==> src/hw/rtl/dq_pkg.sv <==
// Package for the double-ended queue: operation codes, error codes and
// the command and status structs between controller and datapath.
// No dependencies.
package dq_pkg;

    localparam logic [2:0] OP_PUSH_FRONT = 3'd0;
    localparam logic [2:0] OP_PUSH_REAR  = 3'd1;
    localparam logic [2:0] OP_POP_FRONT  = 3'd2;
    localparam logic [2:0] OP_POP_REAR   = 3'd3;
    localparam logic [2:0] OP_CLEAR      = 3'd4;

    localparam logic [1:0] ERR_NONE      = 2'd0;
    localparam logic [1:0] ERR_OVERFLOW  = 2'd1;
    localparam logic [1:0] ERR_UNDERFLOW = 2'd2;

    localparam logic signed [31:0] EMPTY_VALUE = -32'sd1;

    typedef struct packed {
        logic capture;
        logic exec;
        logic read;
        logic load;
    } t_cmd;

    typedef struct packed {
        logic out_free;
    } t_stat;

endpackage

==> src/hw/rtl/dq_if.sv <==
// Valid/ready channel interfaces for the double-ended queue: the operation
// channel and the result channel. Depends on nothing.
interface dq_op_if;
    logic               valid;
    logic               ready;
    logic        [2:0]  opcode;
    logic signed [31:0] push_value;

    modport source (output valid, output opcode, output push_value, input ready);
    modport sink   (input valid, input opcode, input push_value, output ready);
endinterface

interface dq_rsp_if;
    logic               valid;
    logic               ready;
    logic signed [31:0] front_value;
    logic signed [31:0] back_value;
    logic        [4:0]  element_count;
    logic               is_empty;
    logic               is_full;
    logic        [1:0]  error_code;

    modport source (output valid, output front_value, output back_value,
                    output element_count, output is_empty, output is_full,
                    output error_code, input ready);
    modport sink   (input valid, input front_value, input back_value,
                    input element_count, input is_empty, input is_full,
                    input error_code, output ready);
endinterface

==> src/hw/rtl/double_ended_queue.sv <==
// Each transaction passes through these steps in order: the accepting cycle
// captures it, then come the pointer and store update, a registered read of
// both ends of the store, and the load of the result register. A new
// transaction is not taken before the last one is through its load. The next
// transaction is taken in the cycle after the load, while the result may still
// wait to be taken; a stalled result register holds the sequence in its load
// step. The store of DEPTH entries has one write port and two read ports, one
// per end.
//
// Top level of the double-ended queue; instantiates dq_ctrl and dq_dpath.
// Depends on dq_pkg and the channel interfaces in dq_if.
module double_ended_queue #(
    parameter int DEPTH = 16
) (
    input  logic     i_clk,
    input  logic     i_rst_n,
    dq_op_if.sink    i_cmd,
    dq_rsp_if.source o_rsp
);

    dq_pkg::t_cmd  w_cmd;
    dq_pkg::t_stat w_stat;
    logic          w_ready;

    dq_ctrl u_ctrl (
        .i_clk   (i_clk),
        .i_rst_n (i_rst_n),
        .i_valid (i_cmd.valid),
        .o_ready (w_ready),
        .i_stat  (w_stat),
        .o_cmd   (w_cmd)
    );

    dq_dpath #(
        .DEPTH (DEPTH)
    ) u_dpath (
        .i_clk           (i_clk),
        .i_rst_n         (i_rst_n),
        .i_cmd           (w_cmd),
        .o_stat          (w_stat),
        .i_opcode        (i_cmd.opcode),
        .i_push_value    (i_cmd.push_value),
        .i_out_ready     (o_rsp.ready),
        .o_out_valid     (o_rsp.valid),
        .o_front_value   (o_rsp.front_value),
        .o_back_value    (o_rsp.back_value),
        .o_element_count (o_rsp.element_count),
        .o_is_empty      (o_rsp.is_empty),
        .o_is_full       (o_rsp.is_full),
        .o_error_code    (o_rsp.error_code)
    );

    assign i_cmd.ready = w_ready;

    a_one_at_a_time: assert property (@(posedge i_clk) disable iff (!i_rst_n)
        i_cmd.valid && i_cmd.ready |=> !i_cmd.ready)
        else $error("new transaction accepted while one is in progress");

    a_empty_reads: assert property (@(posedge i_clk) disable iff (!i_rst_n)
        o_rsp.valid && o_rsp.is_empty |->
            o_rsp.front_value == dq_pkg::EMPTY_VALUE &&
            o_rsp.back_value == dq_pkg::EMPTY_VALUE)
        else $error("empty queue result does not read as minus one");

    a_overflow_full: assert property (@(posedge i_clk) disable iff (!i_rst_n)
        o_rsp.valid && o_rsp.error_code == dq_pkg::ERR_OVERFLOW |->
            o_rsp.is_full && !o_rsp.is_empty)
        else $error("overflow reported on a queue that is not full");

    a_underflow_empty: assert property (@(posedge i_clk) disable iff (!i_rst_n)
        o_rsp.valid && o_rsp.error_code == dq_pkg::ERR_UNDERFLOW |->
            o_rsp.is_empty && !o_rsp.is_full)
        else $error("underflow reported on a queue that is not empty");

endmodule

==> src/hw/rtl/dq_ctrl.sv <==
// Controller of the double-ended queue: sequences capture, update, memory
// read and result load for one transaction at a time. Uses dq_pkg.
module dq_ctrl (
    input  logic          i_clk,
    input  logic          i_rst_n,
    input  logic          i_valid,
    output logic          o_ready,
    input  dq_pkg::t_stat i_stat,
    output dq_pkg::t_cmd  o_cmd
);

    typedef enum logic [1:0] {
        S_IDLE,
        S_EXEC,
        S_READ,
        S_LOAD
    } t_state;

    t_state r_state;

    always_ff @(posedge i_clk) begin
        if (!i_rst_n) begin
            r_state <= S_IDLE;
        end else begin
            case (r_state)
                S_IDLE: begin
                    if (i_valid) begin
                        r_state <= S_EXEC;
                    end
                end
                S_EXEC: begin
                    r_state <= S_READ;
                end
                S_READ: begin
                    r_state <= S_LOAD;
                end
                S_LOAD: begin
                    if (i_stat.out_free) begin
                        r_state <= S_IDLE;
                    end
                end
                default: begin
                    r_state <= S_IDLE;
                end
            endcase
        end
    end

    assign o_ready       = (r_state == S_IDLE);
    assign o_cmd.capture = (r_state == S_IDLE) && i_valid;
    assign o_cmd.exec    = (r_state == S_EXEC);
    assign o_cmd.read    = (r_state == S_READ);
    assign o_cmd.load    = (r_state == S_LOAD) && i_stat.out_free;

endmodule

==> src/hw/rtl/dq_dpath.sv <==
// Datapath of the double-ended queue: circular store, head and tail
// pointers, fill count and the result register. Uses dq_pkg.
module dq_dpath #(
    parameter int DEPTH = 16
) (
    input  logic               i_clk,
    input  logic               i_rst_n,
    input  dq_pkg::t_cmd       i_cmd,
    output dq_pkg::t_stat      o_stat,
    input  logic        [2:0]  i_opcode,
    input  logic signed [31:0] i_push_value,
    input  logic               i_out_ready,
    output logic               o_out_valid,
    output logic signed [31:0] o_front_value,
    output logic signed [31:0] o_back_value,
    output logic        [4:0]  o_element_count,
    output logic               o_is_empty,
    output logic               o_is_full,
    output logic        [1:0]  o_error_code
);

    localparam int IW = (DEPTH > 1) ? $clog2(DEPTH) : 1;
    localparam int CW = $clog2(DEPTH + 1);
    localparam logic [IW-1:0] LAST_IDX = IW'(DEPTH - 1);
    localparam logic [CW-1:0] FULL_CNT = CW'(DEPTH);

    function automatic logic [IW-1:0] f_inc(input logic [IW-1:0] idx);
        return (idx == LAST_IDX) ? '0 : idx + IW'(1);
    endfunction

    function automatic logic [IW-1:0] f_dec(input logic [IW-1:0] idx);
        return (idx == '0) ? LAST_IDX : idx - IW'(1);
    endfunction

    logic signed [31:0] r_mem [DEPTH];
    logic        [2:0]  r_op;
    logic signed [31:0] r_val;
    logic [IW-1:0]      r_head;
    logic [IW-1:0]      r_tail;
    logic [CW-1:0]      r_count;
    logic [1:0]         r_err;
    logic signed [31:0] r_rd_front;
    logic signed [31:0] r_rd_back;
    logic               r_out_valid;

    logic [IW-1:0] n_head;
    logic [IW-1:0] n_tail;
    logic [CW-1:0] n_count;
    logic [1:0]    n_err;
    logic          w_we;
    logic [IW-1:0] w_waddr;
    logic          w_full;
    logic          w_empty;
    logic [CW+4:0] w_cnt_ext;

    assign w_full  = (r_count == FULL_CNT);
    assign w_empty = (r_count == '0);

    always_comb begin
        n_head  = r_head;
        n_tail  = r_tail;
        n_count = r_count;
        n_err   = dq_pkg::ERR_NONE;
        w_we    = 1'b0;
        w_waddr = r_tail;
        case (r_op)
            dq_pkg::OP_PUSH_FRONT: begin
                if (w_full) begin
                    n_err = dq_pkg::ERR_OVERFLOW;
                end else begin
                    n_head  = f_dec(r_head);
                    w_waddr = f_dec(r_head);
                    w_we    = 1'b1;
                    n_count = r_count + CW'(1);
                end
            end
            dq_pkg::OP_PUSH_REAR: begin
                if (w_full) begin
                    n_err = dq_pkg::ERR_OVERFLOW;
                end else begin
                    w_we    = 1'b1;
                    n_tail  = f_inc(r_tail);
                    n_count = r_count + CW'(1);
                end
            end
            dq_pkg::OP_POP_FRONT: begin
                if (w_empty) begin
                    n_err = dq_pkg::ERR_UNDERFLOW;
                end else begin
                    n_head  = f_inc(r_head);
                    n_count = r_count - CW'(1);
                end
            end
            dq_pkg::OP_POP_REAR: begin
                if (w_empty) begin
                    n_err = dq_pkg::ERR_UNDERFLOW;
                end else begin
                    n_tail  = f_dec(r_tail);
                    n_count = r_count - CW'(1);
                end
            end
            dq_pkg::OP_CLEAR: begin
                n_head  = '0;
                n_tail  = '0;
                n_count = '0;
            end
            default: begin
            end
        endcase
    end

    always_ff @(posedge i_clk) begin
        if (i_cmd.capture) begin
            r_op  <= i_opcode;
            r_val <= i_push_value;
        end
        if (i_cmd.exec) begin
            r_err <= n_err;
        end
    end

    always_ff @(posedge i_clk) begin
        if (!i_rst_n) begin
            r_head  <= '0;
            r_tail  <= '0;
            r_count <= '0;
        end else if (i_cmd.exec) begin
            r_head  <= n_head;
            r_tail  <= n_tail;
            r_count <= n_count;
        end
    end

    always_ff @(posedge i_clk) begin
        if (i_cmd.exec && w_we) begin
            r_mem[w_waddr] <= r_val;
        end
        if (i_cmd.read) begin
            r_rd_front <= r_mem[r_head];
            r_rd_back  <= r_mem[f_dec(r_tail)];
        end
    end

    assign w_cnt_ext = {5'd0, r_count};

    always_ff @(posedge i_clk) begin
        if (i_cmd.load) begin
            o_front_value   <= w_empty ? dq_pkg::EMPTY_VALUE : r_rd_front;
            o_back_value    <= w_empty ? dq_pkg::EMPTY_VALUE : r_rd_back;
            o_element_count <= w_cnt_ext[4:0];
            o_is_empty      <= w_empty;
            o_is_full       <= w_full;
            o_error_code    <= r_err;
        end
    end

    always_ff @(posedge i_clk) begin
        if (!i_rst_n) begin
            r_out_valid <= 1'b0;
        end else if (i_cmd.load) begin
            r_out_valid <= 1'b1;
        end else if (i_out_ready) begin
            r_out_valid <= 1'b0;
        end
    end

    assign o_out_valid     = r_out_valid;
    assign o_stat.out_free = !r_out_valid || i_out_ready;

endmodule

==> src/flat_wrapper.sv <==
// flat-port wrapper written by rule: the top's interface ports become plain ports
module double_ended_queue_flat 
#(
    parameter int DEPTH = 16
)
  (i_clk, i_rst_n, i_cmd_valid, i_cmd_opcode, i_cmd_push_value, i_cmd_ready, o_rsp_valid, o_rsp_front_value, o_rsp_back_value, o_rsp_element_count, o_rsp_is_empty, o_rsp_is_full, o_rsp_error_code, o_rsp_ready);
  dq_op_if i_cmd_i ();
  dq_rsp_if o_rsp_i ();
  input  logic i_clk;
  input  logic i_rst_n;
  input wire logic [$bits(i_cmd_i.valid)-1:0] i_cmd_valid;
  input wire logic [$bits(i_cmd_i.opcode)-1:0] i_cmd_opcode;
  input wire logic [$bits(i_cmd_i.push_value)-1:0] i_cmd_push_value;
  output wire logic [$bits(i_cmd_i.ready)-1:0] i_cmd_ready;
  output wire logic [$bits(o_rsp_i.valid)-1:0] o_rsp_valid;
  output wire logic [$bits(o_rsp_i.front_value)-1:0] o_rsp_front_value;
  output wire logic [$bits(o_rsp_i.back_value)-1:0] o_rsp_back_value;
  output wire logic [$bits(o_rsp_i.element_count)-1:0] o_rsp_element_count;
  output wire logic [$bits(o_rsp_i.is_empty)-1:0] o_rsp_is_empty;
  output wire logic [$bits(o_rsp_i.is_full)-1:0] o_rsp_is_full;
  output wire logic [$bits(o_rsp_i.error_code)-1:0] o_rsp_error_code;
  input wire logic [$bits(o_rsp_i.ready)-1:0] o_rsp_ready;
  assign i_cmd_i.valid = i_cmd_valid;
  assign i_cmd_i.opcode = i_cmd_opcode;
  assign i_cmd_i.push_value = i_cmd_push_value;
  assign i_cmd_ready = i_cmd_i.ready;
  assign o_rsp_valid = o_rsp_i.valid;
  assign o_rsp_front_value = o_rsp_i.front_value;
  assign o_rsp_back_value = o_rsp_i.back_value;
  assign o_rsp_element_count = o_rsp_i.element_count;
  assign o_rsp_is_empty = o_rsp_i.is_empty;
  assign o_rsp_is_full = o_rsp_i.is_full;
  assign o_rsp_error_code = o_rsp_i.error_code;
  assign o_rsp_i.ready = o_rsp_ready;
  double_ended_queue #(.DEPTH(DEPTH)) u_core (.i_clk(i_clk), .i_rst_n(i_rst_n), .i_cmd(i_cmd_i), .o_rsp(o_rsp_i));
endmodule
==> config.mk <==
export PLATFORM = sky130hd
export DESIGN_NAME = double_ended_queue_flat
export DESIGN_NICKNAME = d
export VERILOG_FILES = /design/src/hw/rtl/dq_pkg.sv /design/src/hw/rtl/dq_if.sv /design/src/hw/rtl/double_ended_queue.sv /design/src/hw/rtl/dq_ctrl.sv /design/src/hw/rtl/dq_dpath.sv /design/src/flat_wrapper.sv
export SDC_FILE = /design/constraint.sdc
export NUM_CORES = 1
export LEC_CHECK = 0
export BUFFER_PORTS_ARGS = -buffer_cell sky130_fd_sc_hd__buf_2
export CORE_UTILIZATION = 62
export CTS_CLUSTER_DIAMETER = 200
export CTS_CLUSTER_SIZE = 25
export DETAILED_ROUTE_END_ITERATION = 12
export PLACE_DENSITY_LB_ADDON = 0.08
export SLEW_MARGIN = 20
export SYNTH_ARGS = -nofsm -noshare
export SYNTH_HDL_FRONTEND = slang
export SYNTH_HIERARCHICAL = 1
export SYNTH_SLANG_ARGS = --single-unit
==> constraint.sdc <==
create_clock -name i_clk -period 4.7 [get_ports i_clk]
set_clock_uncertainty 0.05 [all_clocks]
set_input_delay 0.235 -clock i_clk [delete_from_list [all_inputs] [get_ports i_clk]]
set_output_delay 0.235 -clock i_clk [all_outputs]
set_load 0.01 [all_outputs]
# Word-level counts from Yosys, hierarchy flattened
# Memories as Yosys holds them, arrays and structs flattened. A register that Yosys moved wholly into a read port is not among the register bits.
# Index checks and enable logic that the tools add are counted.
word_totals:
  reg_bits: 126
  ram_bits: 512
  in_bits: 39
  out_inout_bits: 75
  elab_cells: 86
  memories: 1
classes:
  n_addsub: 6
  n_eq_ne: 18
  n_mux: 27
  reduce_logical: 20
memory_table:
  columns: ["memory", "depth", "word_bits", "rd", "rd_clocked_by_memory_dff", "wr", "line_no", "text"]
  rows:
  - ["u_core.u_dpath.r_mem", 16, 32, 2, 2, 1, "dq_dpath.sv:35", "logic signed [31:0] r_mem [DEPTH];"]
ops:
  columns: ["op", "n"]
  rows:
  - ["$mux 4", 10]
  - ["$pmux 4 s3", 2]
  - ["$ne 2x2->1 const B", 8]
  - ["$pmux 5 s3", 1]
  - ["$reduce_and 4->1", 3]
  - ["$mux 5", 2]
  - ["$reduce_bool 3->1", 3]
  - ["$add 4x1->4 const B", 2]
  - ["$eq 4x4->1 const B", 2]
  - ["$logic_not 4->1", 2]
  - ["$pmux 2 s4", 1]
  - ["$sub 4x1->4 const B", 2]
  - ["$mux 1", 7]
  - ["$eq 3x2->1 const B", 2]
  - ["$mux 2", 3]
  - ["$add 5x1->5 const B", 1]
  - ["$eq 5x5->1 const B", 1]
  - ["$logic_not 5->1", 1]
  - ["$sub 5x1->5 const B", 1]
  - ["$eq 2x2->1 const B", 2]
  - ["$pmux 2 s2", 1]
  - ["$reduce_or 2->1", 2]
  - ["$eq 3x1->1 const B", 1]
  - ["$eq 3x3->1 const B", 1]
  - ["8 further kinds", 10]

# Depth between registers and ports, before layout
depth:
  depth_word: 6
  mapped_depth: 10
  depth_no_buf: 8

# Modules after synthesis
# The synthesis kept the hierarchy.
by_module_without_submodules:
  columns: ["module", "n_inst", "cells_each", "area_each_um2", "seq_area_each_um2"]
  rows:
  - ["dq_dpath", 1, 1735, 30095.1, 20880.0]
  - ["dq_ctrl", 1, 18, 171.4, 40.0]

# Least setup slack after synthesis
# Ideal clock, no wire load.
synth_path:
  path_kind: "register -> register"
  start: "reg u_core.u_dpath.r_head[1]"
  end: "mem u_core.u_dpath.r_mem[6][0] (enable)"
  setup_ps: 421
  arrival_ps: 3472
  t_required_ps: 4229
  slack_ps: 757
  path_stages_with_launch: 11
  n_path_buf: 3
  period_less_slack_ps: 3943
  cell_sequence: "dfxtp_1 > clkbuf_1 > clkbuf_1 > inv_1 > ha_1 > clkbuf_1 > o21bai_1 > a21oi_1 > a41oi_1 > o22a_1 > nor2_1"
synth_between:
  elab_chain_cells: 4
  elab_cells_between_ends: 5
  classes_between: "1 x add/sub; 3 x mux; 1 x reduce/logical"
synth_lines:
  columns: ["item", "line_no", "text"]
  rows:
  - ["from (decl)", "dq_dpath.sv:38", "logic [IW-1:0] r_head;"]
  - ["from (signal assigned)", "dq_dpath.sv:128", "r_head <= n_head;"]
  - ["$sub 4x1->4 or $logic_not 4->1 (tied branches)", "dq_dpath.sv:32", "return (idx == '0) ? LAST_IDX : idx - IW'(1);"]
  - ["$mux 4 (*)", "dq_dpath.sv:32", null]
  - ["$mux 4 (*)", "dq_dpath.sv:68", "if (w_full) begin"]
  - ["$mux 4 (*)", "dq_dpath.sv:66", "case (r_op)"]
  - ["to (decl)", "dq_dpath.sv:35", null]
# Mark *: on every way between the ends. The rest lies on a longest branch, timed or not.

# Final worst setup path
layout_path:
  start: "reg u_core.u_dpath.r_op[0]"
  end: "mem u_core.u_dpath.r_mem[7][4] (enable)"
layout_between:
  elab_chain_cells: 6
  elab_cells_between_ends: 8
  classes_between: "1 x eq/ne; 4 x mux; 3 x reduce/logical"
layout_lines:
  columns: ["item", "line_no", "text"]
  rows:
  - ["from (decl)", "dq_dpath.sv:36", "logic [2:0] r_op;"]
  - ["from (signal assigned)", "dq_dpath.sv:114", "r_op <= i_opcode;"]
  - ["$eq 3x1->1 or $logic_not 3->1 (tied branches)", "dq_dpath.sv:66", null]
  - ["$reduce_or 2->1 (no source line)", null, null]
  - ["$mux 1", null, null]
  - ["$logic_and 1x1->1", "dq_dpath.sv:135", "if (i_cmd.exec && w_we) begin"]
  - ["$mux 1", "dq_dpath.sv:135", null]
  - ["$mux 1 (implied by the code)", "dq_dpath.sv:136", "r_mem[w_waddr] <= r_val;"]
# Parallel ways exist; a longest one is shown, timed or not.

==> flow_metrics.py <==
metrics = {
    "cells_and_area": {
        "design_area_um2": 33200,
        "fin_nets": 1921,
        "drive_gt1_frac": 0.273,
        "n_fill_cell": 3073,
        "area_growth_pct": 9.75,
        "diodes": 0,
        "layout.cells.non_filler": 2496,
    },
    "synthesis": {
        "synth.most_common_cell": "edfxtp_1",
        "yosysTopAreaCellShare": 0.681,
        "synth_common_cells": "edfxtp_1 (686), mux4_2 (176), nand2_1 (125), a21oi_1 (102), clkbuf_1 (82)",
        "synth.area.top_cells": "edfxtp_1 (68%), mux4_2 (13%), a222oi_1 (1.7%)",
        "synth_edf_count": 686,
        "synth-seq-area-share": 0.691,
        "ys_warn_count": 6,
        "netlist_area_um2": 30300,
        "syn_area_per_cell_um2": 17.3,
        "yosys.area_share.adder": 0.00562,
        "yosys.cell_types.count": 76,
        "synth_compound_gate_area_share": 0.0745,
        "synth_xor_area_frac": 0.00203,
        "synth_top_family_by_area": "multiplexers",
        "async_flop_share": 0,
        "synth-simple-area-share": 0.0568,
        "synthesis.nets": 1805,
        "synth.area.mux_share": 0.150,
        "yosysTopAreaCell": "edfxtp_1",
        "netlist_instances": 1753,
        "ys_ff_latch": 702,
        "synth_flop_cell": "edfxtp_1",
    },
    "sta": {
        "finalCriticalPeriod_ns": 3.62,
        "setup-tns-final_ns": 0,
        "hold_viol_final": 0,
        "finalSetupViolCount": 0,
        "period_share": 0.770,
        "worstMarginPinSlew_ns": 1.14,
        "slew_headroom": 0.237,
        "rsz0062_at_grt": "false",
        "drv_slew": 0,
        "timing.fmax_mhz": 276,
    },
    "critical_path": {
        "cp_cell_sequence": "nor3_1 > a21boi_1 > nand2_1 > o22a_1 > nor2_4 > buf_12",
        "critPathArrivalTime_ns": 3.85,
        "cp-end-kind": "flip-flop",
        "critPathBufInv": 1,
        "worst_ep_required_time_ns": 4.93,
        "cpPeakStageDelay_ns": 0.69,
        "cp_slowest_cell": "nor3_1",
        "start_kind": "flip-flop",
        "crit_family": "simple AND/OR/NAND/NOR gates",
        "worst-setup-path-type": "flip-flop to flip-flop",
        "crit_fanout": 22,
    },
    "run": {
        "drv_cap": 0,
    },
    "pwr": {
        "peakVddDrop_mv": 0.376,
        "power_density_nw_per_um2": 453,
        "p_leak_uw": 0.0102,
    },
    "route": {
        "drt-pass1-iter-count": 9,
        "drc": 0,
        "post_drt_wl_per_cell_um": 31.0,
        "final_antenna_net_count": 0,
        "dr_total_vias": 18000,
        "via_per_inst": 7.20,
        "wl_mm": 77.3,
        "drtIter0Drc": 2764,
    },
    "status": {
        "status": "completed",
    },
    "floorplanning": {
        "rows": 80,
        "core-area_um2": 47900,
        "dieArea_um2": 49700,
        "die_h_um": 223,
        "start_util": 0.631,
        "ios": 114,
        "die_w_um": 223,
    },
    "clock_tree": {
        "cts_resized": 0,
        "clockRootBuffer": "clkbuf_16",
        "cts_tree": "built",
        "clock_sinks": 702,
        "cts_made_buffers": 34,
        "clock_latency_ns": 0.59,
        "cts_setup_buffers": 0,
        "clkTransAtPathRegs_ns": 0.10,
        "clk_path_buf_depth": 3,
        "h-tree-depth": 2,
    },
    "placed_design": {
        "hpwl_mm": 43.3,
        "numPortBuffers": 113,
        "dp_cells": 2409,
        "place_area_um2": 31800,
        "gp_congestion": 0.852,
    },
    "global_route": {
        "grt_overflow": 0,
        "grt_pass1_vias": 18000,
        "grt_usage": 0.318,
        "antenna_found_initial": 1,
        "grt_pass1_wl_mm": 115,
        "grt_start_max_net_pins": 75,
    },
    "worst_hold_path": {
        "hold_path_class": "primary input to flip-flop",
    },
}
power breakdown:
group	leakage (uW)	switching [uW]	internal, uW	total (uW)
combinational	0.00346	2170	1410	3580
clock	0.000460	1880	1390	3280
sequential	0.00628	454	7750	8200
total	0.0102	4510	10500	15100
routing by layer:
| layer | global-route usage | up-vias | wire length (um) |
|---|---|---|---|
| met4 | 0.115 | 0 | 2770 |
| met1 | 0.455 | 9171 | 30100 |
| met5 | 0 | - | 0 |
| met3 | 0.0631 | 183 | 8140 |
| met2 | 0.496 | 1196 | 36400 |
| li1 | - | 7424 | - |
placed cells by master, fill, tap and decap left out, drive strengths merged, types with 31 or more instances in the layout:
master / instances
nand2: 126
buf: 167
mux2i: 31
a21oi: 103
or2: 66
edfxtp: 686
a222oi: 52
clkbuf: 46
dlygate4sd3: 38
nor2: 42
mux4: 176
sequential cells by signal, summed over array words and instances (netlist names), 5 cells and up:
name,count
u_core/u_dpath/o_back_value,32
u_core/u_dpath/r_mem,512
u_core/u_dpath/r_count,5
u_core/u_dpath/o_element_count,5
u_core/u_dpath/r_rd_front,32
u_core/u_dpath/r_val,32
u_core/u_dpath/o_front_value,32
u_core/u_dpath/r_rd_back,32
final timing paths:
path / startpoint / to / slack (ns) / cells past startpoint
max: u_core/u_dpath/r_op[0] / u_core/u_dpath/r_mem[7][4] / 1.08 / 6
min: i_cmd_push_value[6] / u_core/u_dpath/r_val[6] / 0.30 / 2
max reg2reg: u_core/u_dpath/r_op[0] / u_core/u_dpath/r_mem[7][4] / 1.08 / 6
min reg2reg: u_core/u_dpath/r_err[0] / u_core/u_dpath/o_error_code[0] / 0.40 / 0
timing repair:
action	in CTS	in global routing
hold buffers	38	0
hold endpoints to repair	40	0
setup endpoints to repair	0	0
worst register-to-register path, cell delays in order, from the launching register on:
cell and delay (ns):
edfxtp_1 0.62, nor3_1 0.69, a21boi_1 0.60, nand2_1 0.11
o22a_1 0.34, nor2_4 0.57, buf_12 0.32
cell type report:
cell class	count	area, um2	area share
multi-input combinational	906	8970	0.270
sequential	702	20900	0.630
tap	615	769	0.0232
clock inverter	2	38.8	0.00117
inverter	20	75.1	0.00226
clock buffer	46	917	0.0276
timing repair buffer	205	1520	0.0458
per-stage QoR:
step	setup WS [ns]	power, uW	utilization	hold WS (ns)
after detailed placement	1.22	11800	0.664	0.363
after global routing	0.988	15600	0.693	0.282
after global placement	1.21	11800	0.664	0.358
after floorplan	0.757	10500	-	0.284
after CTS	1.19	15100	0.692	0.270
final	1.08	15100	0.693	0.301
cell families after synthesis:
| kind of cell | count (synthesis) |
|---|---|
| fa+ha+maj | 13 |
| compound gates | 319 |
| flops | 702 |
| simple gates | 336 |
| mux | 231 |
| xor+xnor | 7 |
| buf+inv | 145 |
No activity file was read; power rests on OpenSTA's default activity.
